**config.mk**
```make
export PLATFORM = sky130hd
export DESIGN_NAME = dtwca_index
export DESIGN_NICKNAME = d
export VERILOG_FILES = /design/src/rtl/dtwca_pkg.sv /design/src/rtl/dtwca_index.sv
export VERILOG_INCLUDE_DIRS = /design/src /design/src/rtl
export SDC_FILE = /design/constraint.sdc
export NUM_CORES = 1
export LEC_CHECK = 0
export BUFFER_PORTS_ARGS = -buffer_cell sky130_fd_sc_hd__buf_2
export CORE_ASPECT_RATIO = 1.25
export CORE_MARGIN = 1.5
export CORE_UTILIZATION = 25
export CTS_BUF_LIST = sky130_fd_sc_hd__clkbuf_16
export DETAILED_ROUTE_END_ITERATION = 6
export MAX_ROUTING_LAYER = met4
export SYNTH_ARGS = -nofsm -noshare
export SYNTH_HDL_FRONTEND = slang
export SYNTH_SLANG_ARGS = --single-unit
```
**constraint.sdc**
```tcl
create_clock -name clk -period 15 [get_ports clk]
set_clock_uncertainty 0.2 [all_clocks]
set_input_delay 3 -clock clk [delete_from_list [all_inputs] [get_ports clk]]
set_output_delay 3 -clock clk [all_outputs]
set_load 0.05 [all_outputs]
```
**src/rtl/dtw_cost_accumulator_top_macros.svh**
```systemverilog
// Assertion macros shared by the DTW cost accumulator RTL.
// Included by the modules that check their own control logic.
`ifndef DTW_COST_ACCUMULATOR_TOP_MACROS_SVH
`define DTW_COST_ACCUMULATOR_TOP_MACROS_SVH

`ifndef SYNTHESIS
`define DTWCA_ASSERT(label, clk, rst_n, prop) \
  label: assert property (@(posedge clk) disable iff (!rst_n) prop) \
    else $error("dtwca assertion failed");
`define DTWCA_NEVER(label, clk, rst_n, expr) \
  label: assert property (@(posedge clk) disable iff (!rst_n) !(expr)) \
    else $error("dtwca forbidden condition seen");
`else
`define DTWCA_ASSERT(label, clk, rst_n, prop)
`define DTWCA_NEVER(label, clk, rst_n, expr)
`endif

`endif

```
**src/rtl/dtwca_pkg.sv**
```systemverilog
// Shared types and constants of the DTW cost accumulator.
// No dependencies; imported by the column sequencer, cell and top level.
`timescale 1ns / 1ps

package dtwca_pkg;

  localparam int ROW_LEN_W = 9;

  typedef struct packed {
    logic first_row;
    logic row_end;
    logic last;
  } dtwca_cell_ctl_t;

endpackage

```
**src/rtl/dtwca_index.sv**
```systemverilog
// Column sequencer and row length register of the DTW cost accumulator.
// Depends on dtwca_pkg and the shared assertion macros.
`timescale 1ns / 1ps
`include "dtw_cost_accumulator_top_macros.svh"

module dtwca_index
  import dtwca_pkg::*;
#(
  parameter int MAX_COLS = 256,
  parameter int COL_W    = 8
) (
  input  logic                 clk,
  input  logic                 rst_n,
  input  logic                 cfg_valid,
  input  logic [ROW_LEN_W-1:0] cfg_row_length,
  input  logic                 acc_en,
  input  logic                 in_last_cell,
  output logic [COL_W-1:0]     rd_col,
  output dtwca_cell_ctl_t      ctl
);

  localparam int LEN_W = $clog2(MAX_COLS + 1);
  localparam int CMP_W = (LEN_W > ROW_LEN_W) ? LEN_W : ROW_LEN_W;

  logic [ROW_LEN_W-1:0] row_length_r;
  logic [COL_W-1:0]     column_r;
  logic [COL_W-1:0]     column_nxt;
  logic                 first_row_r;
  logic                 first_row_nxt;
  logic [CMP_W-1:0]     len_cmp;
  logic [LEN_W-1:0]     len;
  logic [LEN_W-1:0]     col_ext;
  logic [LEN_W-1:0]     col_clamp;
  logic [LEN_W-1:0]     col_inc;
  logic                 row_end;
  logic                 last_fire;

  assign last_fire = acc_en && in_last_cell;

  always_comb begin
    len_cmp = CMP_W'(row_length_r);
    if (len_cmp == '0) begin
      len = LEN_W'(1);
    end else if (len_cmp > CMP_W'(MAX_COLS)) begin
      len = LEN_W'(MAX_COLS);
    end else begin
      len = len_cmp[LEN_W-1:0];
    end
    col_ext   = LEN_W'(column_r);
    col_clamp = (col_ext >= len) ? (len - LEN_W'(1)) : col_ext;
    col_inc   = col_clamp + LEN_W'(1);
    row_end   = (col_inc >= len);

    if (in_last_cell) begin
      column_nxt    = '0;
      first_row_nxt = 1'b1;
    end else if (row_end) begin
      column_nxt    = '0;
      first_row_nxt = 1'b0;
    end else begin
      column_nxt    = col_inc[COL_W-1:0];
      first_row_nxt = first_row_r;
    end

    rd_col        = col_clamp[COL_W-1:0];
    ctl.first_row = first_row_r;
    ctl.row_end   = row_end;
    ctl.last      = in_last_cell;
  end

  always_ff @(posedge clk) begin
    if (!rst_n) begin
      row_length_r <= ROW_LEN_W'(1);
    end else if (cfg_valid) begin
      row_length_r <= cfg_row_length;
    end
  end

  always_ff @(posedge clk) begin
    if (!rst_n) begin
      column_r    <= '0;
      first_row_r <= 1'b1;
    end else if (acc_en) begin
      column_r    <= column_nxt;
      first_row_r <= first_row_nxt;
    end
  end

  `DTWCA_ASSERT(a_last_restarts_matrix, clk, rst_n, last_fire |=> (column_r == '0 && first_row_r))
  `DTWCA_ASSERT(a_col_in_range, clk, rst_n, col_clamp < len)
  `DTWCA_NEVER(a_len_out_of_range, clk, rst_n, len == '0 || len > LEN_W'(MAX_COLS))

endmodule

```
# After elaboration in Yosys (flattened, before gate mapping)
# Index checks and enable logic that the tools add are counted.
totals:
  inputBits: 14
  elab_cells: 18
  ff_bits: 18
  out_inout_bits: 11
op_classes:
  muxes: 7
  addsub: 2
  magnitude_cmp: 3
  n_reduce_logical: 3
op_table:
  columns: ["op", "count"]
  rows:
  - ["$mux 9", 3]
  - ["$mux 8", 2]
  - ["$add 9x1->9 const B", 1]
  - ["$ge 8x9->1", 1]
  - ["$ge 9x9->1", 1]
  - ["$gt 9x9->1 const B", 1]
  - ["$logic_not 9->1", 1]
  - ["$sub 9x1->9 const B", 1]
  - ["$mux 1", 2]
  - ["$reduce_and 2->1", 1]
  - ["$reduce_bool 2->1", 1]

# Logic depth before layout (Yosys ltp)
logic_depth:
  word_depth: 9
  mapped_depth: 27
  mapped_depth_nobuf: 24

# Least setup slack after synthesis
# OpenSTA, ideal clock, no wires.
synth_path:
  path_type: "register to output"
  startpoint: "register row_length_r[2], in the netlist len_cmp[2]"
  endpoint: "output port ctl[1] in the netlist's numbering"
  stages_incl_launch_ff: 27
  required_time_ps: 11800
  path_buffers: 4
  t_arrival_ps: 5912
  slack_ps: 5888
  cell_sequence: "dfxtp_1 buf_6 or4_4 o31a_1 or2_4 inv_2 ha_1 nand2b_1 a31oi_1 o21a_1 clkbuf_1 clkbuf_1 nor2_1 a21oi_1 ha_1 inv_1 nor3_1 and3_1 xor2_1 nor2_1 a21oi_1 ha_1 nand4_1 nor2_1 a2111oi_0 o21bai_1 buf_4"
synth_between:
  elab_chain_cells: 7
  elab_cells_between_ends: 9
synth_lines:
  columns: ["item", "line_no", "source"]
  rows:
  - ["from (decl)", "dtwca_index.sv:25", "logic [ROW_LEN_W-1:0] row_length_r;"]
  - ["from (signal assigned)", "dtwca_index.sv:75", "row_length_r <= cfg_row_length;"]
  - ["$gt 9x9->1", "dtwca_index.sv:44", "end else if (len_cmp > CMP_W'(MAX_COLS)) begin"]
  - ["$mux 9", "dtwca_index.sv:44", null]
  - ["$mux 9 *", "dtwca_index.sv:42", "if (len_cmp == '0) begin"]
  - ["$sub 9x1->9 or $ge 8x9->1 (tied branches)", "dtwca_index.sv:50", "col_clamp = (col_ext >= len) ? (len - LEN_W'(1)) : col_ext;"]
  - ["$mux 9 *", "dtwca_index.sv:50", null]
  - ["named net rd_col[1]", "dtwca_index.sv:18", "output logic [COL_W-1:0] rd_col,"]
  - ["$add 9x1->9 *", "dtwca_index.sv:51", "col_inc = col_clamp + LEN_W'(1);"]
  - ["$ge 9x9->1 *", "dtwca_index.sv:52", "row_end = (col_inc >= len);"]
  - ["to (decl)", "dtwca_index.sv:19", "output dtwca_cell_ctl_t ctl"]
# The timed path passes the listed nets; every way through them passes the cells marked *.

==> summary.md <==
| Metric | Value |
|---|---|
| Power per cell area | `about 120 mW/mm²` |
| Drt drc | `0` |
| Peak supply drop | `just over 60 µV` |
| Syn Nets | `267` |
| Min-delay worst type | `flop to flop` |
| Synth area leaders | `dfxtp_1 19%, ha_1 13%, mux2i_1 5.9%` |
| Die H | `99.3 µm` |
| Slew Viols, Final | `0` |
| CTS H-tree depth | `1` |
| Initial antenna violation count | `0` |
| R2r setup slk | `approximately 8800 ps` |
| Postcts setup bufs | `0` |
| Hold path depth | `1` |
| Relative slew slack | `0.522` |
| Mapped Area | `approximately 0.0019 mm²` |
| Yosys warnings | `0` |
| Setup WS pre-CTS | `between 6000 and 7000 ps` |
| Kind of critical path | `flop to primary output` |
| Startpoint type of the worst setup path | `flop` |
| Routed Antenna Nets | `0` |
| Clock buffer depth | `2` |
| CP Data Required Time | `11800 ps` |
| Hpwl dp | `a little over 4000 µm` |
| FF-to-FF Start | `len_cmp[2]$_SDFFE_PN0P_` |
| Worst Slack Setup Final | `between 6000 and 7000 ps` |
| Io pins | `25` |
| Core box area | `approximately 0.007 mm²` |
| WP data arrival | `5740 ps` |
| Sequential cell area | `360 µm²` |
| Die W | `~80 µm` |
| Net Sw Frac | `0.468` |
| Post-CTS Resized | `0` |
| Global-route wire length before repair | `between 8000 and 9000 µm` |
| Number of synthesized flops with an enable pin | `0` |
| # fillers | `800` |
| Setup TNS | `0 ps` |
| Clock Power Share | `0.224` |
| Main synth FF type | `dfxtp_1` |
| CTS buffer count | `3` |
| Layout Area Growth over Synthesis | `11.9%` |
| Min-Delay Endpoint | `first_row_r$_SDFFE_PN1P_` |
| Max_cap viols | `0` |
| Crit Path Max Fanout | `18` |
| I/O Buffers | `24` |
| Initial DRC count | `between 100 and 150` |
| Max Fclk | `approximately 110 MHz` |
| First drt pass iteration count | `6` |
| Gr ovfl total | `0` |
| Clk_lat worst skew | `approximately 250 ps` |
| Routed WL | `5020 µm` |
| Clock Sinks | `18` |
| Hold Vio Cnt, Final | `0` |
| Crit end category | `primary output` |
| Least-Margin Pin Slew | `just over 700 ps` |
| Area of the die | `0.00795 mm²` |
| Nets | `~280` |
| Routability cong. | `between 0.9 and 1` |
| GRT Util Overall | `0.138` |
| Flop pwr share | `0.236` |
| Flops & latches, synth | `18` |
| Combinational Power Share | `0.540` |
| Post-synth top area cell | `dfxtp_1` |
| Multi-input logic area | `roughly 0.0014 mm²` |
| Most instantiated library cell after synthesis | `nand2_1` |
| CTS tree | `built` |
| Final worst-path cycle share | `0.596` |
| Largest net degree at the start of global routing | `19` |
| Cts hold-fix bufs | `0` |
| Clock Pin Slew Worst Setup and Hold Paths | `~50 ps` |
| R2R depth | `24` |
| Top post-synthesis cells by count | `21 x nand2_1, 20 x nor2_1, 19 x ha_1` |
| Min cycle time layout | `8940 ps` |
| Via density per instance | `roughly 5.3` |
| Leakage power | `a little under 0.9 nW` |
| RSZ-0062 raised after global routing | `false` |
| Avg Inst Size Synth | `slightly below 8 µm²` |
| Hold_sp | `first_row_r$_SDFFE_PN1P_` |
| Initial Util | `0.263` |
| Power Internal | `about 0.13 mW` |
| Root buffer cell | `clkbuf_16` |
| Seq/Total Area, Yosys | `0.194` |
| Row count | `34` |
| Status | `completed` |
| Fraction of registers with async set/reset | `0` |
| Routed vias | `approximately 1800` |
| P_sw | `between 0.1 and 0.15 mW` |
| Worst R2R End | `column_r[2]$_SDFFE_PN0P_` |
| Cells after synthesis | `234` |
| Setup Viol. Count Final | `0` |
| Number of diodes | `0` |
| Synth top area share | `0.194` |
| Layout cells sized above 1 | `0.159` |
| Netlist cell types | `a little under 60` |
| Number of global-route vias before repair | `around 1700` |
| WL/cell | `between 10 and 15 µm` |
[registers in the layout, summed over array words and instances (netlist names)]
name         flops
column_r         8
first_row_r      1
len_cmp          9
[worst max-delay path, stage by stage, from the launching register on]
cell and delay (ps):
dfxtp_1 420, or4_4 580, o31a_1 260, or2_4 240, inv_2 70, ha_1 210
nand2b_1 130, a31oi_1 240, o21a_1 540, nor2_1 90, a21oi_1 210, ha_1 230
inv_1 120, nor3_1 230, and3_1 230, xor2_1 180, nor2_1 60, a21oi_1 160
ha_1 270, nand4_1 100, nor2_1 60, a2111oi_0 480, o21bai_1 160, buf_2 240
[power by group through the flow]
| stage | clock, mW | sequential, mW | combinational [mW] |
|---|---|---|---|
| global route | 0.0573 | 0.0578 | 0.143 |
| floorplan | 0 | 0.0551 | 0.110 |
| CTS | 0.0553 | 0.0571 | 0.131 |
| finish | 0.0542 | 0.0572 | 0.131 |
| global placement | 0 | 0.0580 | 0.130 |
| detailed placement | 0 | 0.0581 | 0.130 |
[cell type report]
class | count | area share
repair buffers | 24 | 0.0578
well taps | 90 | 0.0542
inverters | 13 | 0.0235
flip-flops and latches | 18 | 0.173
clock buffers | 3 | 0.0361
multi-input cells | 188 | 0.655
[layout by cell type, fill, tap and decap left out, drive strengths merged, types with 3 or more instances in the layout]
master,instances
clkbuf,3
buf,24
dfxtp,18
nand2b,5
nor2,20
nand2,21
o31a,3
nand3,5
ha,19
or3,3
inv,13
xnor2,7
mux2i,11
a21oi,11
nor4,3
a2111oi,5
xor2,4
nor3,4
o21ai,13
a31oi,9
nand4,3
and2,3
[cell families (layout without fill, tap and decap cells)]
logic type                 Yosys count  in the layout  synth area share
and+or+nand+nor                     77             77             0.225
AOI/OAI and AO/OA                   68             68             0.256
buffers and inverters               28             40            0.0728
adders and majority gates           19             19             0.128
DFF                                 18             18             0.194
muxes                               13             13            0.0715
xor gates and xnor gates            11             11            0.0519
[stage by stage]
step	hold WS, ps	instances	power [mW]	utilization	cell area, µm²
6_report	301	336	0.242	0.294	2080
5_1_grt	322	336	0.258	0.294	2080
4_1_cts	306	336	0.243	0.294	2080
3_5_place_dp	285	333	0.188	0.283	2000
3_3_place_gp	269	333	0.188	0.283	2000
2_1_floorplan	256	234	0.165	-	1860
[worst max path at each step]
stage	startpoint	slack, ps	end	cells after the start
2_1_floorplan	len_cmp[2]$_SDFFE_PN0P_	5890	ctl[1]	26
3_3_place_gp	len_cmp[2]$_SDFFE_PN0P_	6410	ctl[1]	23
3_5_place_dp	len_cmp[2]$_SDFFE_PN0P_	6340	ctl[1]	23
4_1_cts	len_cmp[2]$_SDFFE_PN0P_	6040	ctl[1]	23
5_1_grt	len_cmp[2]$_SDFFE_PN0P_	5560	ctl[1]	23
6_report	len_cmp[2]$_SDFFE_PN0P_	6060	ctl[1]	23
[metal layers]
layer / routed length (µm) / share of wire / vias up / track usage
met2: 2350 / 0.47 / 59 / 0.216
met5: 0 / 0 / - / -
met3: 262 / 0.052 / 12 / 0.0229
li1: - / - / 898 / -
met4: 118 / 0.024 / 0 / 0.0531
met1: 2290 / 0.46 / 827 / 0.177
(Power assumes the default switching activity.)
