[config.mk]
export PLATFORM = sky130hd
export DESIGN_NAME = dtwca_cell
export DESIGN_NICKNAME = d
export VERILOG_FILES = /design/src/rtl/dtwca_pkg.sv /design/src/rtl/dtwca_cell.sv
export VERILOG_INCLUDE_DIRS = /design/src /design/src/rtl
export SDC_FILE = /design/constraint.sdc
export NUM_CORES = 1
export LEC_CHECK = 0
export ABC_AREA = 1
export BUFFER_PORTS_ARGS = -buffer_cell sky130_fd_sc_hd__buf_2
export CELL_PAD_IN_SITES_DETAIL_PLACEMENT = 0
export CELL_PAD_IN_SITES_GLOBAL_PLACEMENT = 2
export CORE_MARGIN = 1.5
export CORE_UTILIZATION = 33
export CTS_BUF_LIST = sky130_fd_sc_hd__clkbuf_4
export CTS_CLUSTER_DIAMETER = 120
export DETAILED_ROUTE_END_ITERATION = 16
export GPL_TIMING_DRIVEN = 0
export PLACE_DENSITY = 0.83
export SYNTH_ARGS = -nofsm -noshare
export SYNTH_HDL_FRONTEND = slang
export SYNTH_SLANG_ARGS = --single-unit
[constraint.sdc]
create_clock -name clk -period 9.65 [get_ports clk]
set_input_delay 0 -clock clk [delete_from_list [all_inputs] [get_ports clk]]
set_output_delay 0 -clock clk [all_outputs]
set_load 0.02 [all_outputs]
[src/rtl/dtw_cost_accumulator_top_macros.svh]
// Assertion macros shared by the DTW cost accumulator RTL.
// Included by the modules that check their own control logic.
`ifndef DTW_COST_ACCUMULATOR_TOP_MACROS_SVH
`define DTW_COST_ACCUMULATOR_TOP_MACROS_SVH

`ifndef SYNTHESIS
`define DTWCA_ASSERT(label, clk, rst_n, prop) \
  label: assert property (@(posedge clk) disable iff (!rst_n) prop) \
    else $error("dtwca assertion failed");
`define DTWCA_NEVER(label, clk, rst_n, expr) \
  label: assert property (@(posedge clk) disable iff (!rst_n) !(expr)) \
    else $error("dtwca forbidden condition seen");
`else
`define DTWCA_ASSERT(label, clk, rst_n, prop)
`define DTWCA_NEVER(label, clk, rst_n, expr)
`endif

`endif

[src/rtl/dtwca_pkg.sv]
// Shared types and constants of the DTW cost accumulator.
// No dependencies; imported by the column sequencer, cell and top level.
`timescale 1ns / 1ps

package dtwca_pkg;

  localparam int ROW_LEN_W = 9;

  typedef struct packed {
    logic first_row;
    logic row_end;
    logic last;
  } dtwca_cell_ctl_t;

endpackage

[src/rtl/dtwca_cell.sv]
// Cell stage: three-way minimum, saturating add, left/diagonal state and result register.
// Depends on dtwca_pkg and the shared assertion macros.
`timescale 1ns / 1ps
`include "dtw_cost_accumulator_top_macros.svh"

module dtwca_cell
  import dtwca_pkg::*;
#(
  parameter int LOCAL_COST_BITS = 16,
  parameter int ACC_BITS        = 32,
  parameter int COL_W           = 8
) (
  input  logic                       clk,
  input  logic                       rst_n,
  input  logic                       acc_en,
  input  logic [LOCAL_COST_BITS-1:0] in_cost,
  input  dtwca_cell_ctl_t            in_ctl,
  input  logic [COL_W-1:0]           in_col,
  output logic                       in_ready,
  input  logic [ACC_BITS-1:0]        up_mem,
  output logic                       wr_en,
  output logic [COL_W-1:0]           wr_addr,
  output logic [ACC_BITS-1:0]        wr_data,
  output logic                       out_valid,
  input  logic                       out_ready,
  output logic [ACC_BITS-1:0]        out_total_cost,
  output logic                       out_saturated
);

  localparam int SUM_W = ((ACC_BITS > LOCAL_COST_BITS) ? ACC_BITS : LOCAL_COST_BITS) + 1;
  localparam logic [ACC_BITS-1:0] ACC_MAX = {ACC_BITS{1'b1}};

  logic                       s1_valid_r;
  logic [LOCAL_COST_BITS-1:0] s1_cost_r;
  dtwca_cell_ctl_t            s1_ctl_r;
  logic [COL_W-1:0]           s1_col_r;
  logic                       s1_fire;

  logic [ACC_BITS-1:0] left_r;
  logic [ACC_BITS-1:0] diag_r;
  logic                sat_seen_r;
  logic [ACC_BITS-1:0] left_nxt;
  logic [ACC_BITS-1:0] diag_nxt;
  logic                sat_seen_nxt;

  logic [ACC_BITS-1:0] up;
  logic [ACC_BITS-1:0] best;
  logic [SUM_W-1:0]    sum_w;
  logic                sat;
  logic [ACC_BITS-1:0] sum;

  logic                out_valid_r;
  logic [ACC_BITS-1:0] out_total_r;
  logic                out_sat_r;

  assign s1_fire  = s1_valid_r && (!out_valid_r || out_ready);
  assign in_ready = !s1_valid_r || s1_fire;

  always_comb begin
    up    = s1_ctl_r.first_row ? ACC_MAX : up_mem;
    best  = (up < left_r) ? up : left_r;
    best  = (diag_r < best) ? diag_r : best;
    sum_w = SUM_W'(best) + SUM_W'(s1_cost_r);
    sat   = (sum_w >= SUM_W'(ACC_MAX));
    sum   = sat ? ACC_MAX : sum_w[ACC_BITS-1:0];

    if (s1_ctl_r.last) begin
      left_nxt     = ACC_MAX;
      diag_nxt     = '0;
      sat_seen_nxt = 1'b0;
    end else if (s1_ctl_r.row_end) begin
      left_nxt     = ACC_MAX;
      diag_nxt     = ACC_MAX;
      sat_seen_nxt = sat_seen_r | sat;
    end else begin
      left_nxt     = sum;
      diag_nxt     = up;
      sat_seen_nxt = sat_seen_r | sat;
    end
  end

  assign wr_en   = s1_fire;
  assign wr_addr = s1_col_r;
  assign wr_data = sum;

  always_ff @(posedge clk) begin
    if (!rst_n) begin
      s1_valid_r <= 1'b0;
    end else if (acc_en) begin
      s1_valid_r <= 1'b1;
    end else if (s1_fire) begin
      s1_valid_r <= 1'b0;
    end
  end

  always_ff @(posedge clk) begin
    if (acc_en) begin
      s1_cost_r <= in_cost;
      s1_ctl_r  <= in_ctl;
      s1_col_r  <= in_col;
    end
  end

  always_ff @(posedge clk) begin
    if (!rst_n) begin
      left_r     <= ACC_MAX;
      diag_r     <= '0;
      sat_seen_r <= 1'b0;
    end else if (s1_fire) begin
      left_r     <= left_nxt;
      diag_r     <= diag_nxt;
      sat_seen_r <= sat_seen_nxt;
    end
  end

  always_ff @(posedge clk) begin
    if (!rst_n) begin
      out_valid_r <= 1'b0;
    end else if (s1_fire && s1_ctl_r.last) begin
      out_valid_r <= 1'b1;
    end else if (out_ready) begin
      out_valid_r <= 1'b0;
    end
  end

  always_ff @(posedge clk) begin
    if (s1_fire && s1_ctl_r.last) begin
      out_total_r <= sum;
      out_sat_r   <= sat_seen_r | sat;
    end
  end

  assign out_valid      = out_valid_r;
  assign out_total_cost = out_total_r;
  assign out_saturated  = out_sat_r;

  `DTWCA_ASSERT(a_last_gives_result, clk, rst_n, (s1_fire && s1_ctl_r.last) |=> out_valid_r)
  `DTWCA_NEVER(a_no_accept_when_blocked, clk, rst_n, s1_valid_r && out_valid_r && !out_ready && in_ready)
  `DTWCA_ASSERT(a_last_clears_state, clk, rst_n, (s1_fire && s1_ctl_r.last) |=> (diag_r == '0 && left_r == ACC_MAX && !sat_seen_r))

endmodule

==> After elaboration in Yosys (flattened, before gate mapping) <==
Index checks and enable logic that the tools add are counted.
{ "classes": {"n_addsub": 1, "n_lt_le_gt_ge": 3, "n_mux": 13, "bitwise_logic": 1, "n_reduce_logical": 8} }
{ "op_table": {"columns": ["cell", "count"], "rows": [
  ["32-bit two-way mux", 8],
  ["32-bit less-than comparator", 2],
  ["32-bit by 16-bit adder with 33-bit output", 1],
  ["33-bit by 32-bit >= comparator with 1-bit output (second input constant)", 1],
  ["1-bit two-way mux", 5],
  ["2-bit nonzero test", 2],
  ["1-bit logical AND", 2],
  ["1-bit logical NOT", 2],
  ["1-bit logical OR", 2],
  ["1-bit OR", 1]
]} }
{ "totals": {"reg_bits": 127, "input_bits": 63, "out_inout_bits": 76, "word_cells": 38} }

==> Longest topological paths before layout <==
{ "depth": {"ltp_word": 10, "ltp_mapped": 66} }

==> Worst setup path after synthesis <==
No wires, ideal clock.
{ "synth_path": {"kind": "register to register", "start": "reg s1_ctl_r[2] in the netlist's numbering", "end": "reg out_total_r[11] (netlist: out_total_cost[11]), data pin", "setup_ns": 0.308, "arrival_time_ns": 7.540, "required_ns": 9.342, "slack_ns": 1.802, "stages_incl_launch_ff": 58, "n_path_buf": 8, "synth_period_minus_slack_ns": 7.848, "cell_sequence": "edfxtp_1 -> clkbuf_1 -> clkbuf_1 -> nor2_1 -> inv_1 -> ha_1 -> a21oi_1 -> o21a_1 -> nor2_1 -> nor2_1 -> nand2_1 -> nand2_1 -> nand2_1 -> clkbuf_1 -> clkbuf_1 -> clkbuf_1 -> nand2_1 -> o21ai_0 -> (+22 left out) -> a21o_1 -> a21oi_1 -> o21ai_0 -> nand3_1 -> nand2_1 -> nand3_1 -> nor2_2 -> nand2_1 -> inv_2 -> nand2_1 -> nand2_1 -> nand2_1 -> inv_2 -> nand3_1 -> nor2_2 -> a21boi_2 -> buf_2 -> nand2_1"} }
{ "synth_between": {"elab_chain_len": 8} }
{ "synth_lines": {"columns": ["item", "line", "source"], "rows": [
  ["start, declared", "dtwca_cell.sv:35", "dtwca_cell_ctl_t s1_ctl_r;"],
  ["start signal, assigned", "dtwca_cell.sv:99", "s1_ctl_r <= in_ctl;"],
  ["32-bit two-way mux (*)", "dtwca_cell.sv:60", "up = s1_ctl_r.first_row ? ACC_MAX : up_mem;"],
  ["32-bit less-than comparator", "dtwca_cell.sv:61", "best = (up < left_r) ? up : left_r;"],
  ["32-bit two-way mux (*)", "dtwca_cell.sv:61", null],
  ["32-bit less-than comparator", "dtwca_cell.sv:62", "best = (diag_r < best) ? diag_r : best;"],
  ["32-bit two-way mux (*)", "dtwca_cell.sv:62", null],
  ["32-bit by 16-bit adder with 33-bit output (*)", "dtwca_cell.sv:63", "sum_w = SUM_W'(best) + SUM_W'(s1_cost_r);"],
  ["33-bit by 32-bit >= comparator with 1-bit output", "dtwca_cell.sv:64", "sat = (sum_w >= SUM_W'(ACC_MAX));"],
  ["32-bit two-way mux (*)", "dtwca_cell.sv:65", "sum = sat ? ACC_MAX : sum_w[ACC_BITS-1:0];"],
  ["named net wr_data[11]", "dtwca_cell.sv:23", "output logic [ACC_BITS-1:0] wr_data,"],
  ["end signal, assigned", "dtwca_cell.sv:128", "out_total_r <= sum;"],
  ["end, declared", "dtwca_cell.sv:53", "logic [ACC_BITS-1:0] out_total_r;"]
]} }
Mark *: on every way through the listed nets, which the timed path passes. The rest lies on a longest branch.
A chain may end at the register's enable or synchronous reset.

==> Worst setup path in the final report <==
{ "layout_path": {"start": "reg s1_ctl_r[2] in the netlist's numbering", "end": "out wr_data[16]"} }
{ "layout_between": {"elab_chain_len": 8} }
{ "layout_lines": {"columns": ["item", "line"], "rows": [
  ["32-bit two-way mux (*)", "dtwca_cell.sv:60"],
  ["32-bit less-than comparator", "dtwca_cell.sv:61"],
  ["32-bit two-way mux (*)", "dtwca_cell.sv:61"],
  ["32-bit less-than comparator", "dtwca_cell.sv:62"],
  ["32-bit two-way mux (*)", "dtwca_cell.sv:62"],
  ["32-bit by 16-bit adder with 33-bit output (*)", "dtwca_cell.sv:63"],
  ["33-bit by 32-bit >= comparator with 1-bit output", "dtwca_cell.sv:64"],
  ["32-bit two-way mux (*)", "dtwca_cell.sv:65"],
  ["end, declared", "dtwca_cell.sv:23"]
]} }
Every way passes the cells marked *; elsewhere a longest branch is shown, timed or not.

==> qor.csv <==
metric,value,unit
reg2reg_depth,55,
grt_pass1_vias,7680,
worstSetupPathType,flip-flop to primary output,
synth.area.mux_share,0,%
drt_iter0_markers,496,
cts.sinks,127,
synth.avg_cell_area,7.43,um^2
grt_overflow,0,
ys_top_cells_by_area,"edfxtp_1 (22%), dfxtp_1 (16%), nand2_1 (14%)",
skew,0.0331,ns
cts-buffers-inserted,17,
design.die.area,26100,um^2
drc,0,
report.final.slew_viol_count,0,
synth_nets,1260,
async_flop_share,0,%
core,24500,um^2
period_needed,8.94,ns
ys_ff_latch,127,
place_inst,1581,
synth_top_family_by_area,simple AND/OR/NAND/NOR gates,
worst_pin_slew,0.795,ns
power_density,143,nW/um^2
postSynthCellCount,1118,
track_usage,21.5,%
cts-htree-levels,4,
relSlewSlack,46.8,%
vdd_drop_max,0.0932,mV
cts.path.max_buffers,2,
cts_tree,yes,
initial_core_util,33.9,%
drive_above_1_share,19.4,%
whs_path_depth,1,
hold_path_class,primary input to flip-flop,
clock_latency,0.57,ns
synth-edff-count,60,
synth-compound-area-share,13.3,%
grt_antenna_before_repair,1,
p_leak,5.35,nW
syn_area,8310,um^2
vias,8216,
design_area,10800,um^2
hold_viol,0,
wl_per_cell,16.6,um
power,1.55,mW
fmax,112,MHz
grt_max_degree,29,
worstPathRequired,9.65,ns
place_hpwl,21500,um
synth_fa_ha_area_share,12.0,%
die_h,162,um
viasPerCell,4.85,
root_buffer,clkbuf_4,
netlist_top_cells_count,"nand2_1 (306), inv_1 (147), nor2_1 (94)",
ant_nets,0,
crit_path_start_kind,flip-flop,
place_congestion,0.840,
placed_area,9440,um^2
crit_path_top_delay_cell,edfxtp_1,
synthSimpleGateAreaFrac,25.2,%
crit_fanout,10,
wirelength,28100,um
ys.flop_type,dfxtp_1,
grt_first_pass_wirelength,42800,um
rows,57,
dr.pass1.iters,5,
drv_cap,0,
die_w,162,um
yosysWarnings,0,
cp-end-kind,primary output,
r2r_slack,1.27,ns
cts.reportedPaths.clkPinSlew,0.15,ns
numPortBuffers,138,
outcome,completed,
synth_most_common_cell,nand2_1,
crit_top_cell,nand2_1,
synth_xor_area_share,2.21,%
synth_top_cell_area_share,21.7,%
critPathArrivalTime,8.94,ns
final_cells,1694,
setup_violations,0,
finalCritPeriodShare,92.7,%
critical-path-max-stage-delay,0.49,ns
seq_area_frac_synth,37.8,%
synth_top_area_cell,edfxtp_1,
final_nets,1498,
ios,139,
yosysUniqueCellTypes,37,
areaGrowthSynthToFinish,30.0,%
==> worst max-delay path, delay by kind of cell, from the launching register on <==
family,cells,cell delay (ns)
fa+ha+maj,3,0.87
compound gates,14,2.19
buf+inv,15,2.20
simple gates,26,2.58
flops,1,0.49
==> final cells by class <==
cell class / count / area, um^2
Antenna cell: 1 / 2.50
Buffer: 49 / 319
Clock buffer: 17 / 128
Clock inverter: 15 / 169
Fill cell: 2620 / 13700
Inverter: 150 / 563
Multi-Input combinational cell: 791 / 4570
Sequential cell: 127 / 3140
Tap cell: 324 / 405
Timing Repair Buffer: 220 / 1510
==> where the power goes <==
group,total (mW),switching (mW),leakage (nW),internal (mW)
clock network,0.408,0.266,0.153,0.142
logic,0.515,0.331,4.08,0.184
registers,0.623,0.0197,1.12,0.603
total,1.55,0.616,5.35,0.930
==> path summary, 6_finish.rpt <==
check                                     endpoint        start
worst min-delay path                  s1_cost_r[9]       acc_en
worst max-delay path                   wr_data[16]  s1_ctl_r[2]
worst max register to register  out_total_cost[16]  s1_ctl_r[2]
worst min register to register          left_r[18]   left_r[18]
==> logic make-up after synthesis <==
kind of cell,Yosys count
and+or+nand+nor,499
xor gates and xnor gates,21
AOI/OAI and AO/OA,192
buffers and inverters,200
DFF,127
adders and majority gates,79
==> through the flow <==
step / TNS, ns / hold WS, ns / worst slack, ns / utilization [%]
global placement: -122.16 / 0.177 / -1.56 / 38.3
detailed placement: -125.73 / 0.178 / -1.59 / 38.5
global route: -0.0267 / 0.0206 / -0.0124 / 44.0
floorplan: 0 / 0.0989 / 1.80 / -
CTS: 0 / 0.00475 / 0.0167 / 42.9
finish: 0 / 0.0238 / 0.709 / 44.0
==> what timing repair did <==
action	in CTS	in global routing
pin swaps	1	10
hold buffers	63	0
cloned	0	1
endpoints found under the setup margin	98	95
gates resized for setup	49	50
hold endpoints to repair	61	0
buffers inserted	2	15
==> flip-flops by register name (all words and copies together), names as in the netlist <==
signal	count
out_saturated	1
wr_addr	8
s1_valid_r	1
sat_seen_r	1
s1_cost_r	16
left_r	32
out_total_cost	32
s1_ctl_r	3
out_valid	1
diag_r	32
==> cells in the final DEF (no fill, tap or decap), types with 3 or more instances in the layout <==
master	netlist	final
nand2_1	306	300
inv_1	147	146
buf_2	5	139
nor2_1	94	81
ha_1	78	78
a21oi_1	75	70
dfxtp_1	67	67
dlygate4sd3_1	0	63
edfxtp_1	60	60
o21ai_0	59	54
nand4_1	42	42
a22oi_1	32	32
nand3_1	32	31
clkbuf_1	38	26
buf_4	1	21
clkbuf_4	0	20
xor2_1	14	13
nor2_2	8	11
nor2_4	0	10
nand2_2	5	10
o21ai_1	7	10
buf_6	4	9
xnor2_1	7	7
a21oi_2	2	5
inv_6	0	5
inv_8	0	5
buf_8	0	4
inv_2	3	4
nor3_1	5	3
nor4_1	3	3
a211oi_1	5	3
clkinvlp_4	0	3
==> layer usage <==
metal  share of wire, %  track usage, %  vias up  wire length [um]
li1                   -               -     4180                 -
met1                 50            30.8     3824             14000
met2                 44            33.6      190             12300
met3                4.7            3.73       22              1330
met4                1.4            5.21        0               380
met5                  0               0        -                 0
Note: power is estimated with default switching activity, not from simulation.
